===== config.mk =====
export PLATFORM = sky130hd
export DESIGN_NAME = sma_ctrl
export DESIGN_NICKNAME = d
export VERILOG_FILES = /design/src/rtl/core/sma_pkg.sv /design/src/rtl/core/sma_ctrl.sv
export SDC_FILE = /design/constraint.sdc
export NUM_CORES = 1
export LEC_CHECK = 0
export BUFFER_PORTS_ARGS = -buffer_cell sky130_fd_sc_hd__buf_2
export CAP_MARGIN = 20
export CORE_AREA = 2 2 39 41
export CTS_CLUSTER_DIAMETER = 120
export DETAILED_ROUTE_END_ITERATION = 6
export DIE_AREA = 0 0 41 43
export HOLD_SLACK_MARGIN = 0.15
export PLACE_DENSITY = 0.32
export SYNTH_ARGS = -nofsm -noshare
export SYNTH_HDL_FRONTEND = slang
export SYNTH_SLANG_ARGS = --single-unit
export TNS_END_PERCENT = 100

===== constraint.sdc =====
create_clock -name clock -period 0.8 [get_ports clock]
set_input_delay 0.08 -clock clock [delete_from_list [all_inputs] [get_ports clock]]
set_output_delay 0.08 -clock clock [all_outputs]
set_load 0.01 [all_outputs]

===== src/rtl/core/sma_pkg.sv =====
`default_nettype none
package sma_pkg;

   localparam int MEMORY_BYTES_DEF    = 16384;
   localparam int SEGMENT_ENTRIES_DEF = 8;

   localparam logic [1:0] KIND_TABLE   = 2'd0;
   localparam logic [1:0] KIND_READ    = 2'd1;
   localparam logic [1:0] KIND_WRITE   = 2'd2;
   localparam logic [1:0] KIND_INVALID = 2'd3;

   localparam int BANKS = 4;

   typedef struct packed {
      logic [1:0]  kind;
      logic [15:0] segment;
      logic [15:0] offset;
      logic [2:0]  num_bytes;
      logic [31:0] write_value;
      logic [15:0] entry_base;
      logic [15:0] entry_size;
   } req_type;

   typedef struct packed {
      logic [31:0] read_data;
      logic [15:0] physical_address;
      logic        fault;
   } rsp_type;

   typedef enum logic [1:0] {
      ST_IDLE,
      ST_ACCESS,
      ST_FINISH
   } state_type;

   typedef struct packed {
      logic accept;
      logic access;
      logic finish;
   } ctl_cmd_type;

endpackage
`default_nettype wire


===== src/rtl/core/sma_ctrl.sv =====
`default_nettype none
module sma_ctrl (
   input  wire                      clock,
   input  wire                      reset,
   input  wire                      req_valid,
   output logic                     req_ready,
   output logic                     rsp_valid,
   input  wire                      rsp_ready,
   output sma_pkg::ctl_cmd_type     cmd
);

   sma_pkg::state_type state_ff, state_in;
   logic               rsp_valid_ff, rsp_valid_in;

   always_ff @(posedge clock) begin
      if (reset) begin
         state_ff     <= sma_pkg::ST_IDLE;
         rsp_valid_ff <= 1'b0;
      end else begin
         state_ff     <= state_in;
         rsp_valid_ff <= rsp_valid_in;
      end
   end

   always_comb begin
      state_in  = state_ff;
      cmd       = '0;
      req_ready = 1'b0;
      case (state_ff)
         sma_pkg::ST_IDLE: begin
            req_ready = 1'b1;
            if (req_valid) begin
               cmd.accept = 1'b1;
               state_in   = sma_pkg::ST_ACCESS;
            end
         end
         sma_pkg::ST_ACCESS: begin
            cmd.access = 1'b1;
            state_in   = sma_pkg::ST_FINISH;
         end
         sma_pkg::ST_FINISH: begin
            // output register must be free or draining this cycle
            if (!rsp_valid_ff || rsp_ready) begin
               cmd.finish = 1'b1;
               state_in   = sma_pkg::ST_IDLE;
            end
         end
         default: state_in = sma_pkg::ST_IDLE;
      endcase
   end

   always_comb begin
      if (cmd.finish) begin
         rsp_valid_in = 1'b1;
      end else if (rsp_ready) begin
         rsp_valid_in = 1'b0;
      end else begin
         rsp_valid_in = rsp_valid_ff;
      end
   end

   assign rsp_valid = rsp_valid_ff;

endmodule
`default_nettype wire


# Yosys cells after proc, flatten, opt, wreduce, memory -nomap -nowiden
# Cells that the tools add are included.
dict set report totals {
  register_bits 3
  latchBits 0
  mem_bits_rw 0
  romBits 0
  mem_count 0
}
dict set report op_classes {
  addsub 0
  multipliers 0
  div_mod_pow 0
  magnitude_cmp 0
  n_eq_ne 4
  shifts 0
  n_mux 11
  bitwise_logic 0
  n_reduce_logical 5
}
# operator n
set op_table {}
lappend op_table {{two-way mux 1 bit} 8}
lappend op_table {{case mux 2 bit (3 select lines)} 1}
lappend op_table {{two-way mux 2 bit} 2}
lappend op_table {{!= test 2 bit (second input constant)} 2}
lappend op_table {{equality test 2 x 1 -> 1 bit (second input constant)} 1}
lappend op_table {{equality test 2 bit (second input constant)} 1}
lappend op_table {{zero test 2 bit} 1}
lappend op_table {{AND reduction 2 bit} 1}
lappend op_table {{nonzero test 2 bit} 1}
lappend op_table {{zero test 1 bit} 1}
lappend op_table {{logical OR 1 bit} 1}

# Depth between registers and ports, before layout
# Gate-level depths: netlist of run 1.
dict set report logic_depth {
  depth_word 5
  ltp_mapped 3
  depth_no_buf 2
}

# Worst setup path after synthesis of run 1
# OpenSTA, ideal clock, no wires.
dict set report synth_path {
  path_type {register to register}
  from {register state_ff[1]}
  to {register state_ff[1]}
  arrival_time_ps 735
  required_ps 685
  slack_ps -50
  path_stages_with_launch 3
  period_less_slack_ps 850
  path_cell_list {dfxtp_1 -> and2b_4 -> o21ba_1}
}
dict set report synth_between {
  elab_chain_len 3
  elab_cells_between_ends 7
}
# item line
set synth_lines {}
lappend synth_lines {{start: declaration} sma_ctrl.sv:12} ;# sma_pkg::state_type state_ff, state_in;
lappend synth_lines {{start signal: assignment} sma_ctrl.sv:17} ;# state_ff <= sma_pkg::ST_IDLE;
lappend synth_lines {{start signal: assignment} sma_ctrl.sv:20} ;# state_ff <= state_in;
lappend synth_lines {{equality test 2 bit / zero test 2 bit (equally long branches)} sma_ctrl.sv:29} ;# case (state_ff)
lappend synth_lines {{!= test 2 bit (no line)} -}
lappend synth_lines {{AND reduction 2 bit (no line)} -}
# Parallel ways exist; a longest one is shown, timed or not.
# A chain may end at the register's enable or synchronous reset.

==> impl_metrics.py, run 1 <==
metrics = {
    "clock_network": {
        "post_cts_buffers": 0,
        "cts.clk_slew.worst_paths_ns": 0.04,
        "cts_buffer_depth": 2,
        "cts_tree": "yes",
        "insertion_delay_ns": 0.23,
        "h-tree-depth": 1,
        "cts_buffers": 3,
        "clockRootBuffer": "clkbuf_4",
        "cts_sinks": 3,
    },
    "sta": {
        "fmaxAchievable_ghz": 0.9850,
        "rsz0062_at_grt": "yes",
        "fin_hold_ws_ns": 0.1452,
        "final_hold_viol_count": 0,
        "post-route-period-util_pct": 126.9,
        "worst_pin_slew_ns": 0.1397,
        "final_max_slew_viol_count": 0,
        "fin_ws_ns": -0.2153,
        "relSlewSlack_pct": 90.65,
        "setup_violations": 5,
        "layout_min_cycle_time_ns": 1.015,
        "fin_worst_skew_ns": 0.001980,
    },
    "placement": {
        "place.gp.congestion": 0.5924,
        "placed_cells": 37,
        "port_buffers": 8,
        "post_dp_cell_area_um2": 202.7,
    },
    "route": {
        "wl_met3_um": 51,
        "wl_per_cell_um": 8.119,
        "drc": 0,
        "routed_wirelength_um": 341,
        "vias_per_cell": 3.119,
        "dr.pass1.iters": 1,
        "drt_iter0_drc": 0,
        "top_layer_used": "met3",
        "met1_length_um": 170,
        "via_count": 131,
        "wl_met2_um": 120,
        "postRouteAntennaNets": 0,
    },
    "critical_path": {
        "crit_fanout": 5,
        "critPathArrivalTime_ns": 0.94,
        "cp.required_ns": 0.72,
        "worst_setup_path_end_kind": "primary output",
        "critical_path.startpoint_type": "flop",
        "setup.worst_path.class": "reg2out",
        "r2r_slack_ns": -0.04,
    },
    "finish": {
        "fillers": 158,
        "drive_gt1_share_pct": 65.38,
        "fin_util_pct": 18.90,
        "final_area_um2": 261.5,
        "stdcell_count": 42,
        "syn2layout_area_growth_pct": 78.63,
        "nets": 31,
        "diodes": 0,
    },
    "floorplanning": {
        "coreArea_um2": 1384,
        "dieArea_um2": 1763,
        "row_count": 14,
        "initial_core_util_pct": 10.58,
        "die_x_um": 41,
        "die_h_um": 43,
        "io_pins": 9,
    },
    "power_and_ir_drop": {
        "p_comb_share_pct": 13.6,
        "vdd_ir_drop_max_uv": 711.4,
        "power.total_w": 0.0005020,
        "power.switching_w": 0.0001144,
        "swShare_pct": 22.79,
        "p_leak_nw": 0.1222,
        "p_int_w": 0.0003876,
        "powerDensity_nw_per_um2": 1920,
        "power_frac_seq_pct": 33.1,
        "clkPwrFrac_pct": 53.2,
    },
    "logic_synthesis": {
        "syn_inst": 14,
        "synth_fp_nets": 18,
        "synth_most_common_cell": "dfxtp_1",
        "async_flop_share_pct": 0,
        "yosysUniqueCellTypes": 10,
        "synth_top_area_share_pct": 41.03,
        "synth-seq-cells": 3,
        "syn_avg_cell_area_um2": 10.46,
        "synth_common_cells": "dfxtp_1, nand2b_1, nor2b_1",
        "synth_edf_count": 0,
        "syn-cell-area_um2": 146.4,
        "synthFlopType": "dfxtp_1",
        "synth_top_area_cell": "dfxtp_1",
        "yosysSeqAreaShare_pct": 41.03,
        "yosysWarnings": 0,
        "synth_area_leaders": "dfxtp_1, and4bb_1, nand2b_1",
    },
    "global_route": {
        "grt_usage_pct": 5.405,
        "grt_pass1_wl_um": 586,
        "grt_antenna_before_repair": 0,
        "grt-ovfl-total": 0,
        "grt_pass1_vias": 150,
        "grt_max_degree": 6,
    },
    "worst_hold_path": {
        "hp-class": "in2reg",
    },
    "flow_run": {
        "maxCapViolCount": 0,
    },
    "status": {
        "violations": "setup timing",
        "outcome": "finished, violations left",
    },
}
-- power by group through the flow --
| stage | sequential, W | clock, W | combinational [W] |
|---|---|---|---|
| 6_report | 0.000166 | 0.000267 | 0.0000685 |
| 5_1_grt | 0.000167 | 0.000307 | 0.0000742 |
| 4_1_cts | 0.000166 | 0.000279 | 0.0000680 |
| 3_5_place_dp | 0.000169 | 0 | 0.0000569 |
| 3_3_place_gp | 0.000169 | 0 | 0.0000558 |
| 2_1_floorplan | 0.000168 | 0 | 0.0000340 |
-- cell families (layout without fill, tap and decap cells) --
| family | Yosys count | after routing | share of synthesized area [%] |
|---|---|---|---|
| and+or+nand+nor | 8 | 8 | 43.58 |
| DFF | 3 | 3 | 41.03 |
| AOI/OAI and AO/OA | 2 | 2 | 10.25 |
| buffers and inverters | 1 | 13 | 5.130 |
-- timing repair --
item | 4_1_cts | 5_1_grt
endpoints found under the hold margin | 3 | 0
gates resized for setup | 3 | 1
endpoints found under the setup margin | 5 | 6
pin swaps | 1 | 0
hold buffers | 1 | 0
-- cell type report --
cell class              count  area (µm²)  share of cell area (%)
clock buffers               4       26.28                   10.05
multi-input cells          10       86.33                   33.01
flip-flops and latches      3       66.31                   25.36
well taps                  16       20.02                   7.655
repair buffers              9       62.56                   23.92
-- sequential cells by signal, indices dropped and copies added, names as in the netlist --
register,cells
rsp_valid,1
state_ff,2
-- routing by layer --
layer / vias up / GRT usage, %
met5: - / 0
met4: 0 / 4.000
met3: 0 / 4.712
met2: 10 / 5.938
met1: 51 / 6.369
li1: 70 / -
-- cell usage in the layout (no fill, tap or decap) --
master,synthesis,routed
o21ba_1,1,1
dfxtp_4,0,1
nor3b_2,1,1
dfxtp_2,0,2
nor2_1,1,1
nand2b_4,0,1
a21oi_1,1,1
and2b_4,1,1
clkbuf_1,0,1
clkbuf_4,0,3
nand2b_1,2,1
buf_2,0,6
nor2b_1,2,2
buf_6,0,2
dlygate4sd3_1,0,1
and4bb_1,1,1
-- critical path, stage by stage, from the launching register on --
cell,delay [ns]
dfxtp_2,0.33
nand2b_4,0.14
nor2b_1,0.10
buf_2,0.13
-- final timing paths --
kind / from / to / cells after the start
hold / removal: rsp_ready / rsp_valid / 3
hold reg to reg: rsp_valid / rsp_valid / 2
setup reg to reg: state_ff[0] / state_ff[1] / 2
setup / recovery: state_ff[0] / cmd[0] / 3
-- per-stage QoR --
step / setup slack [ns] / setup TNS (ns)
detailed placement: -0.01867 / -0.01882
floorplan: 0.001054 / 0
CTS: -0.2294 / -0.8143
global placement: -0.02017 / -0.02017
finish: -0.2153 / -0.7579
global route: -0.2809 / -0.9865
Power figures use the tool's default switching activity.
==> inputs of run 2 (changes only) <==
--- a/config.mk
+++ b/config.mk
@@ -5,14 +5,14 @@
 export SDC_FILE = /design/constraint.sdc
 export NUM_CORES = 1
 export LEC_CHECK = 0
-export BUFFER_PORTS_ARGS = -buffer_cell sky130_fd_sc_hd__buf_2
 export CAP_MARGIN = 20
 export CORE_AREA = 2 2 39 41
 export CTS_CLUSTER_DIAMETER = 120
 export DETAILED_ROUTE_END_ITERATION = 6
 export DIE_AREA = 0 0 41 43
+export DONT_BUFFER_PORTS = 1
 export HOLD_SLACK_MARGIN = 0.15
-export PLACE_DENSITY = 0.32
+export PLACE_DENSITY = 0.3
 export SYNTH_ARGS = -nofsm -noshare
 export SYNTH_HDL_FRONTEND = slang
 export SYNTH_SLANG_ARGS = --single-unit
==> run 2 against run 1 <==
The flow still finishes with violations (setup timing). Utilization is 1.8 points lower. Sequential power hardly changed. Register-to-register slack is essentially flat. Maximum frequency is 0.89% higher. Via count decreased by 9.9%. Cell area is 9.6% lower. Global-route usage decreased by 0.095 points. Worst hold slack worse by 0.092 ns. Worst setup slack improved by 0.0089 ns.
==> impl_metrics.py, run 2 (synthesis gave the netlist of run 1 again) <==
metrics = {
    "status": {
        "outcome": "finished, violations left",
        "violations": "setup timing",
    },
    "clock_network": {
        "cts_buffer_depth": 2,
        "cts.clk_slew.worst_paths_ns": 0.03,
        "h-tree-depth": 1,
        "cts_tree": "yes",
        "cts_buffers": 3,
        "post_cts_buffers": 0,
        "insertion_delay_ns": 0.23,
        "cts.hold.buffers_added": 1,
        "clockRootBuffer": "clkbuf_4",
        "cts_sinks": 3,
    },
    "sta": {
        "post-route-period-util_pct": 125.8,
        "final_hold_viol_count": 0,
        "layout_min_cycle_time_ns": 1.006,
        "fin_worst_skew_ns": 0.0003394,
        "fin_ws_ns": -0.2064,
        "setup_violations": 5,
        "final_max_slew_viol_count": 0,
        "fin_hold_ws_ns": 0.05305,
        "worst_pin_slew_ns": 0.2084,
        "rsz0062_at_grt": "yes",
        "fmaxAchievable_ghz": 0.9937,
        "relSlewSlack_pct": 86.06,
    },
    "critical_path": {
        "crit_path_cell_trace": "and2b_4 > buf_6",
        "critical_path.startpoint_type": "flop",
        "cp_slowest_cell": "dfxtp_4",
        "setup.worst_path.class": "reg2out",
        "cp.required_ns": 0.72,
        "worst_path_largest_cell_delay_ns": 0.35,
        "crit_fanout": 5,
        "critPathArrivalTime_ns": 0.93,
        "worst_setup_path_end_kind": "primary output",
    },
    "finish": {
        "final_common_cell": "clkbuf_4",
        "fillers": 156,
        "multi_input_area_um2": 87.58,
        "diodes": 0,
        "seqCellArea_um2": 66.31,
        "largest_reg_flops": 2,
        "syn2layout_area_growth_pct": 61.54,
        "regMostFlops": "state_ff",
        "drive_gt1_share_pct": 57.14,
        "nets": 26,
        "fin_util_pct": 17.09,
        "most-common-layout-cells": "clkbuf_4, nand2b_1, buf_4, dfxtp_2",
    },
    "worst_hold_path": {
        "hp-class": "in2reg",
    },
    "route": {
        "routed_wirelength_um": 316,
        "via_count": 118,
        "vias_per_cell": 3.189,
        "drt_iter0_drc": 5,
        "postRouteAntennaNets": 0,
        "wl_per_cell_um": 8.541,
        "drc": 0,
        "dr.pass1.iters": 3,
    },
    "flow_run": {
        "maxCapViolCount": 0,
    },
    "placement": {
        "place.gp.congestion": 0.6085,
        "port_buffers": 0,
        "pre_cts_slack_ns": -0.02530,
    },
    "floorplanning": {
        "initial_core_util_pct": 10.58,
        "coreArea_um2": 1384,
        "row_count": 14,
        "dieArea_um2": 1763,
        "die_x_um": 41,
        "die_h_um": 43,
        "io_pins": 9,
    },
    "global_route": {
        "grt_pass1_wl_um": 545,
        "grt_usage_pct": 5.311,
        "grt_pass1_vias": 123,
        "grt_max_degree": 6,
        "grt_antenna_before_repair": 0,
        "grt-ovfl-total": 0,
    },
    "power_and_ir_drop": {
        "powerDensity_nw_per_um2": 2035,
        "vdd_ir_drop_max_uv": 1067,
        "p_leak_nw": 0.1016,
        "power.total_w": 0.0004813,
    },
}
[run 2: cell count changes in the layout (fill, tap and decap cells not counted), sizes merged]
| cell | previous run | this run |
|---|---|---|
| buf | 8 | 3 |
[run 2: worst paths after layout]
kind                     from           to  slack, ns  cells past startpoint
hold / removal      rsp_ready    rsp_valid       0.05                      2
hold reg to reg     rsp_valid    rsp_valid       0.50                      2
setup reg to reg  state_ff[0]  state_ff[1]      -0.05                      2
setup / recovery  state_ff[1]       cmd[1]      -0.21                      2
[run 2: report_power, final]
| group | internal (W) | total [W] | switching, W |
|---|---|---|---|
| combinational | 0.0000368 | 0.0000590 | 0.0000222 |
| sequential | 0.000157 | 0.000167 | 0.00000989 |
| clock | 0.000186 | 0.000256 | 0.0000692 |
[run 2: layout make-up]
type,count,area share (%)
clock buffer,4,11.11
timing repair buffer,4,15.34
sequential,3,28.04
tap,16,8.466
multi-input combinational,10,37.04
[run 2: what timing repair did]
| action | 4_1_cts | 5_1_grt |
|---|---|---|
| setup endpoints to repair | 5 | 5 |
| gates resized for setup | 2 | 2 |
| pin swaps | 0 | 1 |
| endpoints found under the hold margin | 3 | 2 |
[run 2: critical path: cells and delay by family (launching register included)]
family | cells | cell delay [ns]
flops | 1 | 0.35
simple gates | 1 | 0.25
buf+inv | 1 | 0.09
[run 2: per-stage QoR]
step,instance area [µm²],TNS (ns),std cells
2_1_floorplan,150.1,0,14
3_3_place_gp,185.2,-0.01097,32
3_5_place_dp,185.2,-0.02916,32
4_1_cts,227.7,-0.6539,37
5_1_grt,236.5,-0.9081,37
6_report,236.5,-0.6896,37
[run 2: per-layer routing]
metal	wire (µm)	vias to the layer above	global-route usage, %
met4	0	0	2.000
li1	-	60	-
met5	0	-	0
met2	99	9	4.375
met1	155	49	6.390
met3	61	0	8.377
==> inputs of run 3 (changes only) <==
--- a/config.mk
+++ b/config.mk
@@ -7,12 +7,15 @@
 export LEC_CHECK = 0
 export CAP_MARGIN = 20
 export CORE_AREA = 2 2 39 41
+export CTS_BUF_LIST = sky130_fd_sc_hd__clkbuf_8
 export CTS_CLUSTER_DIAMETER = 120
 export DETAILED_ROUTE_END_ITERATION = 6
 export DIE_AREA = 0 0 41 43
 export DONT_BUFFER_PORTS = 1
 export HOLD_SLACK_MARGIN = 0.15
+export MAX_ROUTING_LAYER = met4
 export PLACE_DENSITY = 0.3
+export SKIP_CTS_REPAIR_TIMING = 1
 export SYNTH_ARGS = -nofsm -noshare
 export SYNTH_HDL_FRONTEND = slang
 export SYNTH_SLANG_ARGS = --single-unit
==> run 3 against run 2 <==
The run still ends with setup timing left. Non-clock buffer count did not move. Highest routed layer unchanged. Combinational power hardly changed. Register-to-register slack about the same. Sequential cell count stayed put. Clock skew grew 0.0015 ns. Total power is 33% higher.
==> impl_metrics.py, run 3 (synthesis gave the netlist of run 1 again) <==
metrics = {
    "sta": {
        "post-route-period-util_pct": 123.4,
        "worst_pin_slew_ns": 0.2084,
        "setup_violations": 5,
        "relSlewSlack_pct": 86.06,
        "fin_ws_ns": -0.1872,
        "fin_worst_skew_ns": 0.001856,
        "fin_tns_setup_ns": -0.6125,
        "final_hold_viol_count": 0,
        "final_max_slew_viol_count": 0,
        "layout_min_cycle_time_ns": 0.9872,
        "fmaxAchievable_ghz": 1.013,
        "rsz0062_at_grt": "yes",
    },
    "power_and_ir_drop": {
        "powerDensity_nw_per_um2": 2499,
        "p_int_w": 0.0005194,
        "p_leak_nw": 0.1135,
        "vdd_ir_drop_max_uv": 1496,
        "power_frac_seq_pct": 26.2,
        "clkPwrFrac_pct": 64.6,
        "p_comb_share_pct": 9.3,
        "power.switching_w": 0.0001185,
        "swShare_pct": 18.58,
    },
    "route": {
        "wl_per_cell_um": 8.595,
        "dr.pass1.iters": 3,
        "routed_wirelength_um": 318,
        "drc": 0,
        "vias_per_cell": 3.270,
        "drt_iter0_drc": 2,
        "via_count": 121,
        "postRouteAntennaNets": 0,
    },
    "global_route": {
        "grt_max_degree": 6,
        "grt_antenna_before_repair": 0,
        "grt_pass1_wl_um": 538,
        "grt-ovfl-total": 0,
        "grt_pass1_vias": 114,
        "grt_usage_pct": 5.339,
    },
    "finish": {
        "syn2layout_area_growth_pct": 74.36,
        "multi_input_area_um2": 87.58,
        "regMostFlops": "state_ff",
        "largest_reg_flops": 2,
        "seqCellArea_um2": 66.31,
        "drive_gt1_share_pct": 57.14,
        "fillers": 154,
        "most-common-layout-cells": "clkbuf_8, nand2b_1, buf_4, dfxtp_2",
        "nets": 26,
        "diodes": 0,
        "fin_util_pct": 18.44,
        "final_common_cell": "clkbuf_8",
        "final_area_um2": 255.2,
    },
    "floorplanning": {
        "die_h_um": 43,
        "io_pins": 9,
        "dieArea_um2": 1763,
        "initial_core_util_pct": 10.58,
        "coreArea_um2": 1384,
        "row_count": 14,
        "die_x_um": 41,
    },
    "clock_network": {
        "h-tree-depth": 1,
        "cts.clk_slew.worst_paths_ns": 0.03,
        "insertion_delay_ns": 0.21,
        "cts_buffer_depth": 2,
        "clockRootBuffer": "clkbuf_8",
        "cts_buffers": 3,
        "cts_tree": "yes",
        "cts_sinks": 3,
    },
    "placement": {
        "post_dp_cell_area_um2": 185.2,
        "place.gp.congestion": 0.6127,
        "port_buffers": 0,
    },
    "critical_path": {
        "critPathArrivalTime_ns": 0.91,
        "setup.worst_path.class": "reg2out",
        "crit_fanout": 5,
        "cp_slowest_cell": "dfxtp_4",
        "worst_path_largest_cell_delay_ns": 0.35,
        "cp.required_ns": 0.72,
        "critical_path.startpoint_type": "flop",
        "crit_path_cell_trace": "and2b_4 > buf_6",
        "worst_setup_path_end_kind": "primary output",
    },
    "status": {
        "violations": "setup timing",
        "outcome": "finished, violations left",
    },
    "flow_run": {
        "maxCapViolCount": 0,
    },
    "worst_hold_path": {
        "hp-class": "in2reg",
    },
}
## run 3: cell types whose count changed in the layout (fill, tap and decap cells not counted)
cell / before / now
clkbuf_4: 3 / 0
clkbuf_8: 0 / 3
clkbuf_1: 1 / 0
inv_1: 0 / 1
## run 3: critical path, delay by kind of cell (launching register included)
kind | cells | cell delay [ns]
buffers and inverters | 1 | 0.09
flip-flops | 1 | 0.35
AND/OR/NAND/NOR | 1 | 0.25
## run 3: stage by stage
stage	instances	total power, W	hold slack, ns	worst slack [ns]
detailed placement	32	0.0002168	0.1453	-0.02530
CTS	36	0.0006405	-0.07351	-0.2260
floorplan	14	0.0002021	0.1417	0.001054
finish	37	0.0006379	0.06953	-0.1872
global route	37	0.0006882	0.07753	-0.2271
global placement	32	0.0002164	0.1429	-0.01097
## run 3: layer usage
layer	global-route usage (%)	part of all wire (%)	vias to the layer above
li1	-	-	59
met1	6.709	46	51
met2	3.750	31	11
met3	8.377	23	0
met4	2.000	0	0
met5	-	0	-
## run 3: path summary, 6_finish.rpt
check         startpoint          end  slack, ns  cells after the start
max          state_ff[1]       cmd[1]      -0.19                      2
min            rsp_ready    rsp_valid       0.07                      2
max reg2reg  state_ff[0]  state_ff[1]      -0.05                      2
min reg2reg    rsp_valid    rsp_valid       0.50                      2
## run 3: layout make-up
class / instances / share of cell area (%)
sequential: 3 / 25.98
timing repair buffer: 4 / 14.22
multi-input combinational: 10 / 34.31
tap: 16 / 7.843
clock inverter: 1 / 1.471
clock buffer: 3 / 16.18
## run 3: power by group through the flow
stage	Sequential [W]	Combinational (W)	Clock (W)
2_1_floorplan	0.000168	0.0000340	0
3_3_place_gp	0.000168	0.0000482	0
3_5_place_dp	0.000169	0.0000474	0
4_1_cts	0.000167	0.0000478	0.000425
5_1_grt	0.000168	0.0000627	0.000457
6_report	0.000167	0.0000590	0.000412
